**config.mk**
```make
export PLATFORM = sky130hd
export DESIGN_NAME = can_id_sequence_assembler_flat
export DESIGN_NICKNAME = d
export VERILOG_FILES = /design/src/sv/cisa_pkg.sv /design/src/sv/cisa_if.sv /design/src/sv/cisa_ram.sv /design/src/sv/can_id_sequence_assembler.sv /design/src/flat_wrapper.sv
export VERILOG_INCLUDE_DIRS = /design/src /design/src/sv
export SDC_FILE = /design/constraint.sdc
export NUM_CORES = 2
export LEC_CHECK = 0
export ABC_AREA = 1
export BUFFER_PORTS_ARGS = -buffer_cell sky130_fd_sc_hd__clkbuf_2
export CAP_MARGIN = 20
export CORE_ASPECT_RATIO = 0.5
export CORE_UTILIZATION = 55
export CTS_BUF_LIST = sky130_fd_sc_hd__clkbuf_4 sky130_fd_sc_hd__clkbuf_8 sky130_fd_sc_hd__clkbuf_16
export CTS_CLUSTER_SIZE = 10
export DETAILED_ROUTE_END_ITERATION = 8
export GPL_TIMING_DRIVEN = 0
export HOLD_SLACK_MARGIN = 0.02
export MAX_ROUTING_LAYER = met4
export PLACE_DENSITY = 0.75
export SETUP_SLACK_MARGIN = 0.05
export SYNTH_ARGS = -nofsm -noshare
export SYNTH_HDL_FRONTEND = slang
export SYNTH_SLANG_ARGS = --single-unit
```
**constraint.sdc**
```tcl
create_clock -name clk -period 7.1 [get_ports clk]
set_input_delay 0.355 -clock clk [delete_from_list [all_inputs] [get_ports clk]]
set_output_delay 0.355 -clock clk [all_outputs]
set_load 0.005 [all_outputs]
```
**src/sv/can_id_sequence_assembler_assert.svh**
```systemverilog
// Assertion macros for the CAN ID sequence assembler.
// Needs clk and rst_n in the scope where a macro is used.
`ifndef CAN_ID_SEQUENCE_ASSEMBLER_ASSERT_SVH
`define CAN_ID_SEQUENCE_ASSEMBLER_ASSERT_SVH

// Expression holds at every clock out of reset.
`define CISA_ASSERT_ALWAYS(label, expr, msg) \
  label: assert property (@(posedge clk) disable iff (!rst_n) (expr)) \
    else $error(msg);

// Antecedent implies consequent in the same cycle.
`define CISA_ASSERT_IMP(label, ante, cons, msg) \
  label: assert property (@(posedge clk) disable iff (!rst_n) (ante) |-> (cons)) \
    else $error(msg);

`endif

```
**src/sv/cisa_pkg.sv**
```systemverilog
// Types, constants and the ID table lookup of the CAN ID sequence assembler.
// No dependencies.
package cisa_pkg;

  localparam int ID_W     = 11;
  localparam int DATA_W   = 64;
  localparam int SLOT_W   = 4;
  localparam int TABLE_W  = 55;
  localparam int CFG_AW   = 2;

  localparam int TABLE_SLOTS = 10;
  localparam logic [SLOT_W-1:0] TABLE_SLOTS_C = SLOT_W'(TABLE_SLOTS);
  localparam logic [SLOT_W-1:0] OPT_RESET     = 4'd3;

  typedef enum logic {
    OP_FRAME = 1'b0,
    OP_READ  = 1'b1
  } op_t;

  typedef enum logic [CFG_AW-1:0] {
    CFG_ID_LOW   = 2'd0,
    CFG_ID_HIGH  = 2'd1,
    CFG_ID_COUNT = 2'd2,
    CFG_OPT_SLOT = 2'd3
  } cfg_addr_t;

  // Expected ID of a slot; slots 0..4 in the low word, 5..9 in the high word.
  function automatic logic [ID_W-1:0] table_id(input logic [TABLE_W-1:0] lo,
                                               input logic [TABLE_W-1:0] hi,
                                               input logic [SLOT_W-1:0]  slot);
    logic [ID_W-1:0] id;
    case (slot)
      4'd0:    id = lo[10:0];
      4'd1:    id = lo[21:11];
      4'd2:    id = lo[32:22];
      4'd3:    id = lo[43:33];
      4'd4:    id = lo[54:44];
      4'd5:    id = hi[10:0];
      4'd6:    id = hi[21:11];
      4'd7:    id = hi[32:22];
      4'd8:    id = hi[43:33];
      4'd9:    id = hi[54:44];
      default: id = '0;
    endcase
    return id;
  endfunction

endpackage

```
**src/sv/cisa_if.sv**
```systemverilog
// Valid/ready channel interfaces: frame/readout input and slot result output.
// Depends on cisa_pkg.
interface cisa_in_if;
  import cisa_pkg::*;

  logic                valid;
  logic                ready;
  op_t                 op;
  logic [ID_W-1:0]     frame_id;
  logic [DATA_W-1:0]   frame_data;

  modport source (output valid, output op, output frame_id, output frame_data,
                  input ready);
  modport sink   (input valid, input op, input frame_id, input frame_data,
                  output ready);
endinterface

interface cisa_out_if;
  import cisa_pkg::*;

  logic                valid;
  logic                ready;
  logic [SLOT_W-1:0]   slot_index;
  logic [DATA_W-1:0]   slot_data;
  logic                new_packet;
  logic                last;

  modport source (output valid, output slot_index, output slot_data,
                  output new_packet, output last, input ready);
  modport sink   (input valid, input slot_index, input slot_data,
                  input new_packet, input last, output ready);
endinterface

```
**src/sv/cisa_ram.sv**
```systemverilog
// Generic single-write, single-read RAM with registered read data.
// No dependencies.
module cisa_ram #(
  parameter int WIDTH = 64,
  parameter int DEPTH = 20
) (
  input  logic                     clk,
  input  logic                     we,
  input  logic [$clog2(DEPTH)-1:0] waddr,
  input  logic [WIDTH-1:0]         wdata,
  input  logic                     re,
  input  logic [$clog2(DEPTH)-1:0] raddr,
  output logic [WIDTH-1:0]         rdata
);

  logic [WIDTH-1:0] mem_r [DEPTH];
  logic [WIDTH-1:0] rdata_r;

  always_ff @(posedge clk) begin
    if (we) begin
      mem_r[waddr] <= wdata;
    end
    if (re) begin
      rdata_r <= mem_r[raddr];
    end
  end

  assign rdata = rdata_r;

endmodule

```
**src/sv/can_id_sequence_assembler.sv**
```systemverilog
// CAN ID sequence assembler: top level with sequencer, ID table and slot buffers.
// Depends on cisa_pkg, cisa_if, cisa_ram and can_id_sequence_assembler_assert.svh.
//
// Usage: words enter on in_ch (valid/ready). op = frame stores frame_data in
// the current slot of the write buffer when frame_id matches the expected ID;
// op = readout emits one out_ch word per slot of the last completed buffer,
// slot 0 first, with last set on the final one. A readout with a count of
// zero emits nothing. Registers are to be written on cfg_we only while the block
// is idle; the block itself does not enforce it. Timing: in_ch.ready is high
// only while the sequencer is idle. A frame walks the ID table one slot per
// cycle through a single shared comparator: one optional-skip compare, then up
// to count+1 search steps and one update step, then back to idle. A readout
// reads the buffer RAM one slot at a time in two steps (address, then load of
// the output register) and accepts no new in_ch word until its last slot is
// loaded. A stalled receiver holds the output register and the sequencer waits
// in its load step; no word is dropped. Reset (synchronous, rst_n low) clears
// the position, buffer selects, table and count, sets the optional slot to 3 and
// marks every buffer entry unwritten so it reads as zero; no clearing pass.
`include "can_id_sequence_assembler_assert.svh"

module can_id_sequence_assembler #(
  parameter int MAX_SLOTS = 10
) (
  input  logic                          clk,
  input  logic                          rst_n,
  input  logic                          cfg_we,
  input  cisa_pkg::cfg_addr_t           cfg_addr,
  input  logic [cisa_pkg::TABLE_W-1:0]  cfg_wdata,
  cisa_in_if.sink                       in_ch,
  cisa_out_if.source                    out_ch
);
  import cisa_pkg::*;

  localparam int DEPTH = 2 * MAX_SLOTS;
  localparam int AW    = $clog2(DEPTH);
  localparam int CAP   = (MAX_SLOTS < TABLE_SLOTS) ? MAX_SLOTS : TABLE_SLOTS;
  localparam logic [SLOT_W-1:0] CAP_C   = SLOT_W'(CAP);
  localparam logic [AW-1:0]     BANK_B  = AW'(MAX_SLOTS);

  typedef enum logic [5:0] {
    S_IDLE   = 6'b000001,
    S_SKIP   = 6'b000010,
    S_SEARCH = 6'b000100,
    S_APPLY  = 6'b001000,
    S_RADDR  = 6'b010000,
    S_RLOAD  = 6'b100000
  } state_t;

  state_t              state_r, state_nxt;
  logic [TABLE_W-1:0]  id_lo_r, id_lo_nxt;
  logic [TABLE_W-1:0]  id_hi_r, id_hi_nxt;
  logic [SLOT_W-1:0]   id_cnt_r, id_cnt_nxt;
  logic [SLOT_W-1:0]   opt_r, opt_nxt;
  logic [SLOT_W-1:0]   pos_r, pos_nxt;
  logic                wsel_r, wsel_nxt;
  logic                lrs_r, lrs_nxt;
  logic                fresh_r, fresh_nxt;
  logic [SLOT_W-1:0]   j_r, j_nxt;
  logic                found_r, found_nxt;
  logic [ID_W-1:0]     fid_r, fid_nxt;
  logic [DATA_W-1:0]   fdata_r, fdata_nxt;
  logic [DEPTH-1:0]    vld_r, vld_nxt;
  logic                vldq_r, vldq_nxt;

  logic                out_valid_r, out_valid_nxt;
  logic [SLOT_W-1:0]   out_idx_r, out_idx_nxt;
  logic [DATA_W-1:0]   out_data_r, out_data_nxt;
  logic                out_new_r, out_new_nxt;
  logic                out_last_r, out_last_nxt;

  logic [SLOT_W-1:0]   count;
  logic [SLOT_W:0]     opt_p1;
  logic [SLOT_W-1:0]   cmp_idx;
  logic                cmp_eq;
  logic [SLOT_W-1:0]   pos_upd;
  logic                ram_we, ram_re;
  logic [AW-1:0]       wr_addr, rd_addr;
  logic [DATA_W-1:0]   ram_rdata;

  assign count   = (id_cnt_r > CAP_C) ? CAP_C : id_cnt_r;
  assign opt_p1  = {1'b0, opt_r} + 5'd1;
  // the one comparator, shared by the skip check and the table search
  assign cmp_eq  = (table_id(id_lo_r, id_hi_r, cmp_idx) == fid_r);
  assign wr_addr = (wsel_r ? BANK_B : AW'(0)) + AW'(j_r);
  assign rd_addr = (wsel_r ? AW'(0) : BANK_B) + AW'(j_r);

  always_comb begin
    state_nxt     = state_r;
    id_lo_nxt     = id_lo_r;
    id_hi_nxt     = id_hi_r;
    id_cnt_nxt    = id_cnt_r;
    opt_nxt       = opt_r;
    pos_nxt       = pos_r;
    wsel_nxt      = wsel_r;
    lrs_nxt       = lrs_r;
    fresh_nxt     = fresh_r;
    j_nxt         = j_r;
    found_nxt     = found_r;
    fid_nxt       = fid_r;
    fdata_nxt     = fdata_r;
    vld_nxt       = vld_r;
    vldq_nxt      = vldq_r;
    out_valid_nxt = out_valid_r;
    out_idx_nxt   = out_idx_r;
    out_data_nxt  = out_data_r;
    out_new_nxt   = out_new_r;
    out_last_nxt  = out_last_r;
    cmp_idx       = j_r;
    pos_upd       = pos_r;
    ram_we        = 1'b0;
    ram_re        = 1'b0;

    if (cfg_we) begin
      case (cfg_addr)
        CFG_ID_LOW:   id_lo_nxt  = cfg_wdata;
        CFG_ID_HIGH:  id_hi_nxt  = cfg_wdata;
        CFG_ID_COUNT: id_cnt_nxt = cfg_wdata[SLOT_W-1:0];
        CFG_OPT_SLOT: opt_nxt    = cfg_wdata[SLOT_W-1:0];
        default: ;
      endcase
    end

    if (out_valid_r && out_ch.ready) begin
      out_valid_nxt = 1'b0;
    end

    case (state_r)
      S_IDLE: begin
        if (in_ch.valid) begin
          fid_nxt   = in_ch.frame_id;
          fdata_nxt = in_ch.frame_data;
          j_nxt     = '0;
          if (in_ch.op == OP_FRAME) begin
            state_nxt = S_SKIP;
          end else begin
            fresh_nxt = (wsel_r != lrs_r);
            lrs_nxt   = wsel_r;
            if (count != '0) begin
              state_nxt = S_RADDR;
            end
          end
        end
      end
      S_SKIP: begin
        cmp_idx = opt_p1[SLOT_W-1:0];
        if ((pos_r == opt_r) && (opt_p1 < {1'b0, count}) && cmp_eq) begin
          pos_nxt = opt_p1[SLOT_W-1:0];
        end
        found_nxt = 1'b0;
        state_nxt = S_SEARCH;
      end
      S_SEARCH: begin
        if (j_r >= count) begin
          state_nxt = S_APPLY;
        end else if (cmp_eq) begin
          found_nxt = 1'b1;
          state_nxt = S_APPLY;
        end else begin
          j_nxt = j_r + 4'd1;
        end
      end
      S_APPLY: begin
        // j_r holds the lowest matching slot when found_r is set
        if (found_r) begin
          if (j_r == pos_r) begin
            ram_we           = 1'b1;
            vld_nxt[wr_addr] = 1'b1;
            pos_upd          = pos_r + 4'd1;
          end else begin
            pos_upd = '0;
          end
        end
        if (pos_upd == count) begin
          pos_nxt  = '0;
          wsel_nxt = ~wsel_r;
        end else begin
          pos_nxt = pos_upd;
        end
        state_nxt = S_IDLE;
      end
      S_RADDR: begin
        ram_re    = 1'b1;
        vldq_nxt  = vld_r[rd_addr];
        state_nxt = S_RLOAD;
      end
      S_RLOAD: begin
        if (!out_valid_r || out_ch.ready) begin
          out_valid_nxt = 1'b1;
          out_idx_nxt   = j_r;
          out_data_nxt  = vldq_r ? ram_rdata : '0;
          out_new_nxt   = fresh_r;
          out_last_nxt  = ((j_r + 4'd1) == count);
          if ((j_r + 4'd1) == count) begin
            state_nxt = S_IDLE;
          end else begin
            j_nxt     = j_r + 4'd1;
            state_nxt = S_RADDR;
          end
        end
      end
      default: begin
        state_nxt = S_IDLE;
      end
    endcase
  end

  always_ff @(posedge clk) begin
    if (!rst_n) begin
      state_r     <= S_IDLE;
      id_lo_r     <= '0;
      id_hi_r     <= '0;
      id_cnt_r    <= '0;
      opt_r       <= OPT_RESET;
      pos_r       <= '0;
      wsel_r      <= 1'b0;
      lrs_r       <= 1'b0;
      vld_r       <= '0;
      out_valid_r <= 1'b0;
    end else begin
      state_r     <= state_nxt;
      id_lo_r     <= id_lo_nxt;
      id_hi_r     <= id_hi_nxt;
      id_cnt_r    <= id_cnt_nxt;
      opt_r       <= opt_nxt;
      pos_r       <= pos_nxt;
      wsel_r      <= wsel_nxt;
      lrs_r       <= lrs_nxt;
      vld_r       <= vld_nxt;
      out_valid_r <= out_valid_nxt;
    end
  end

  always_ff @(posedge clk) begin
    fresh_r    <= fresh_nxt;
    j_r        <= j_nxt;
    found_r    <= found_nxt;
    fid_r      <= fid_nxt;
    fdata_r    <= fdata_nxt;
    vldq_r     <= vldq_nxt;
    out_idx_r  <= out_idx_nxt;
    out_data_r <= out_data_nxt;
    out_new_r  <= out_new_nxt;
    out_last_r <= out_last_nxt;
  end

  cisa_ram #(
    .WIDTH (DATA_W),
    .DEPTH (DEPTH)
  ) u_buf (
    .clk   (clk),
    .we    (ram_we),
    .waddr (wr_addr),
    .wdata (fdata_r),
    .re    (ram_re),
    .raddr (rd_addr),
    .rdata (ram_rdata)
  );

  assign in_ch.ready       = (state_r == S_IDLE);
  assign out_ch.valid      = out_valid_r;
  assign out_ch.slot_index = out_idx_r;
  assign out_ch.slot_data  = out_data_r;
  assign out_ch.new_packet = out_new_r;
  assign out_ch.last       = out_last_r;

  `CISA_ASSERT_ALWAYS(a_pos_cap, pos_r <= TABLE_SLOTS_C, "sequence position past table")
  `CISA_ASSERT_IMP(a_load_src, $rose(out_valid_r), $past(state_r == S_RLOAD),
                   "output word loaded outside readout")
  `CISA_ASSERT_IMP(a_swap_src, $past(rst_n) && (wsel_r != $past(wsel_r)),
                   $past(state_r == S_APPLY), "buffer swap outside frame update")
  `CISA_ASSERT_IMP(a_last_idx, out_valid_r && out_last_r, (out_idx_r + 4'd1) == count,
                   "last flag not on final slot")

endmodule

```
**src/flat_wrapper.sv**
```systemverilog
// flat-port wrapper written by rule: the top's interface ports become plain ports
module can_id_sequence_assembler_flat import cisa_pkg::*;
#(
  parameter int MAX_SLOTS = 10
)
  (clk, rst_n, cfg_we, cfg_addr, cfg_wdata, in_ch_valid, in_ch_op, in_ch_frame_id, in_ch_frame_data, in_ch_ready, out_ch_valid, out_ch_slot_index, out_ch_slot_data, out_ch_new_packet, out_ch_last, out_ch_ready);
  cisa_in_if in_ch_i ();
  cisa_out_if out_ch_i ();
  input  logic clk;
  input  logic rst_n;
  input  logic cfg_we;
  input  cisa_pkg::cfg_addr_t cfg_addr;
  input  logic [cisa_pkg::TABLE_W-1:0] cfg_wdata;
  input wire logic [$bits(in_ch_i.valid)-1:0] in_ch_valid;
  input wire logic [$bits(in_ch_i.op)-1:0] in_ch_op;
  input wire logic [$bits(in_ch_i.frame_id)-1:0] in_ch_frame_id;
  input wire logic [$bits(in_ch_i.frame_data)-1:0] in_ch_frame_data;
  output wire logic [$bits(in_ch_i.ready)-1:0] in_ch_ready;
  output wire logic [$bits(out_ch_i.valid)-1:0] out_ch_valid;
  output wire logic [$bits(out_ch_i.slot_index)-1:0] out_ch_slot_index;
  output wire logic [$bits(out_ch_i.slot_data)-1:0] out_ch_slot_data;
  output wire logic [$bits(out_ch_i.new_packet)-1:0] out_ch_new_packet;
  output wire logic [$bits(out_ch_i.last)-1:0] out_ch_last;
  input wire logic [$bits(out_ch_i.ready)-1:0] out_ch_ready;
  assign in_ch_i.valid = in_ch_valid;
  assign in_ch_i.op = in_ch_op;
  assign in_ch_i.frame_id = in_ch_frame_id;
  assign in_ch_i.frame_data = in_ch_frame_data;
  assign in_ch_ready = in_ch_i.ready;
  assign out_ch_valid = out_ch_i.valid;
  assign out_ch_slot_index = out_ch_i.slot_index;
  assign out_ch_slot_data = out_ch_i.slot_data;
  assign out_ch_new_packet = out_ch_i.new_packet;
  assign out_ch_last = out_ch_i.last;
  assign out_ch_i.ready = out_ch_ready;
  can_id_sequence_assembler #(.MAX_SLOTS(MAX_SLOTS)) u_core (.clk(clk), .rst_n(rst_n), .cfg_we(cfg_we), .cfg_addr(cfg_addr), .cfg_wdata(cfg_wdata), .in_ch(in_ch_i), .out_ch(out_ch_i));
endmodule
```
==> results.md <==
* Status: finished clean
* Post-route antenna net violation count at 0
* Non-filler cells, final at 6,478
* Area grow syn2layout at 18.03%
* Die X at about 480 µm
* CTS tree: yes
* CP Launch Type: register
* Max clock buf depth at 3
* Final Hold Fails at 0
* PortBufs at 208
* Final Setup Violations at 0
* Die area at between 100,000 and 150,000 µm²
* 1st-pass router iterations at 8
* Slew margin rel. at 0.1553
* Synthesized cell area at 61,800 µm²
* Synth Register Bits at 1,647
* LEAKAGE at 24.96 nW
* Total Nets Final at around 5,100
* Post-synth EDFFs at 1,496
* Clk Latency, worst-skew pair at slightly above 800 ps
* Fmax at between 150 and 200 MHz
* Crit end category: register
* R2R Setup Slk at 1370 ps
* Core footprint at 110,700 µm²
* Setup Total Neg Slack at 0 ps
* Data arrival, critical path at just over 6000 ps
* DRC at 0
* Gr ovfl total at 0
* Final Cycle Share at 0.8075
* Asr flop ratio synth at 0
* Synth warnings at 0
* DP Area at 66,280 µm²
* Worst Min Path Start: in_ch_valid
* Cells after DPL at around 6,100
* Tmin final at 5733 ps
* Vias at 41,700
* Clock-pin transition on the worst setup and hold timing paths at 60 ps
* Final Total Pwr at around 0.028 W
* CTS Sinks at 1,647
* Via/cell ratio at 6.437
* Initial core utilization at 0.5581
* Max-slew violations at 0
* Post-CTS setup buffers at 0
* Register area share after synthesis at 0.7759
* Yosys cell types at 45
* Mapped Avg Cell Area at 14.33 µm²
* Placer congestion estimate at 0.9182
* Slew of the pin with the lowest slew margin at 1267 ps
* Initial antenna violation count at 5
* Fin area at 72,940 µm²
* Syn Inst Count at 4,311
* First-pass GRT wire length at 267.0 mm
* Die span in y at about 240 µm
* Layout cells sized above 1 at 0.1233
* Minimum hold slack at 180.8 ps
* Number of global-route vias before repair at 40,190
* CTS H-tree depth at 4
* Num CTS Buffers at roughly 180
* Setup CP Type: reg2reg
* # IOs at between 200 and 250
* Post-synth top flop: edfxtp_1
* Post-detail-place hpwl at 122.8 mm
* Max-Cap Viols at 0
* Fillers at 7,379
* Initial DRC count at 6,990
* # rows at 86
* VDD IR max at ~0.22 mV
* Fin Clk Skew at 59.59 ps
* Critical Path Fanout Max at 10
* DRT Wirelength at between 150 and 200 mm
* Worst endpoint required time at ~7600 ps
* Syn Nets at roughly 4,500
* Largest net degree at the start of global routing at 28
* Pwr Density at between 300 and 400 nW/µm²
* CP startpoint: u_core.j_r[1]
* Worst r2r src: u_core.j_r[1]
* WL per Instance at 29.16 µm
* Total GRT Usage at 0.3395
* Root buffer cell: clkbuf_16
* RSZ-0062 raised after global routing: false
* Hold Crit Class: in2reg
[kinds of logic after synthesis]
logic type | synth area share
and+or+nand+nor | 0.08834
AOI/OAI and AO/OA | 0.1035
xor gates and xnor gates | 0.002409
buffers and inverters | 0.02662
adders and majority gates | 0.003239
DFF | 0.7759
[routing by layer]
layer,GRT usage,share of wire
met5,-,0
met4,0.1360,0.040
met3,0.08552,0.14
met2,0.5068,0.45
met1,0.4484,0.37
[final cells by class]
class / instances / area, µm² / share of cell area
flip-flops and latches: 1647 / 47950 / 0.6573
plain buffers: 256 / 1030 / 0.01412
repair buffers: 421 / 3824 / 0.05242
inverters: 164 / 615.6 / 0.008440
diodes: 3 / 7.507 / 0.0001029
multi-input cells: 2244 / 12390 / 0.1699
clock inverters: 15 / 271.5 / 0.003722
clock buffers: 232 / 4982 / 0.06831
well taps: 1496 / 1872 / 0.02566
[state kept, by name, indices dropped and copies added, names as in the netlist, 4 cells and up]
| name | count |
|---|---|
| u_core.fdata_r | 64 |
| u_core.fid_r | 11 |
| u_core.id_cnt_r | 4 |
| u_core.id_hi_r | 55 |
| u_core.id_lo_r | 55 |
| u_core.j_r | 4 |
| u_core.opt_r | 4 |
| u_core.out_ch.slot_data | 64 |
| u_core.out_ch.slot_index | 4 |
| u_core.pos_r | 4 |
| u_core.state_r | 6 |
| u_core.u_buf.mem_r | 1280 |
| u_core.u_buf.rdata | 64 |
| u_core.vld_r | 20 |
[critical path: stages (launching register included)]
cell,delay (ps)
edfxtp_1,550
ha_1,300
ha_1,200
xnor2_1,160
buf_4,260
clkinv_1,490
nor2_1,720
clkbuf_1,720
clkbuf_1,880
buf_2,530
a221oi_1,150
a32oi_1,450
[stage by stage]
step / setup slack (ps) / utilization
3_3_place_gp: -2813 / 0.5845
2_1_floorplan: 1910 / -
6_report: 1367 / 0.6587
5_1_grt: 1564 / 0.6587
3_5_place_dp: 1864 / 0.5986
4_1_cts: 1816 / 0.6584
[where the power goes]
group	switching (W)	internal, W	leakage (nW)
clock network	0.00370	0.00489	2.61
registers	0.000469	0.0113	14.7
logic	0.00561	0.00193	7.62
[what timing repair did]
action,CTS,global route
hold buffers,136,0
endpoints found under the hold margin,198,0
endpoints found under the setup margin,0,0
resized for setup,0,0
[synthesized netlist by cell type, drive strengths merged, types with 4 or more instances]
| library cell | n | area [µm²] |
|---|---|---|
| a221oi | 20 | 175.2 |
| a2111oi | 52 | 455.4 |
| nor4 | 6 | 37.54 |
| a21oi | 40 | 200.2 |
| xor2 | 13 | 113.9 |
| a21boi | 51 | 382.9 |
| a22oi | 458 | 3438 |
| a31oi | 97 | 606.8 |
| clkbuf | 208 | 780.8 |
| xnor2 | 4 | 35.03 |
| and2 | 4 | 27.53 |
| buf | 48 | 249.0 |
| edfxtp | 1496 | 44920 |
| nand2 | 673 | 2551 |
| a41oi | 10 | 87.58 |
| nand3 | 169 | 875.8 |
| inv | 161 | 604.3 |
| dfxtp | 151 | 3023 |
| ha | 16 | 200.2 |
| nor2 | 342 | 1366 |
| a211oi | 20 | 150.1 |
| o21ai | 164 | 820.8 |
| nand4 | 91 | 569.3 |
[final timing paths]
path / depth (start not counted) / endpoint
worst min register to register: 0 / u_core.out_ch.new_packet
worst max register to register: 11 / u_core.u_buf.rdata[17]
worst max-delay path: 11 / u_core.u_buf.rdata[17]
worst min-delay path: 3 / u_core.fid_r[1]
[cell usage in the layout, fill, tap and decap left out, types with 29 or more instances in the layout]
master and instances:
a21boi_0 51, clkbuf_2 209, nor2_4 30, buf_12 47
dlygate4sd3_1 136, a21oi_1 40, a31oi_1 97, nand4_1 91
nor2_1 303, clkbuf_4 47, edfxtp_1 1496, o21ai_0 158
clkbuf_1 208, nand3_1 166, a2111oi_0 52, dfxtp_1 151
inv_1 154, nand2_1 665, clkbuf_16 185, a22oi_1 458
buf_1 29
Power figures use the tool's default switching activity.
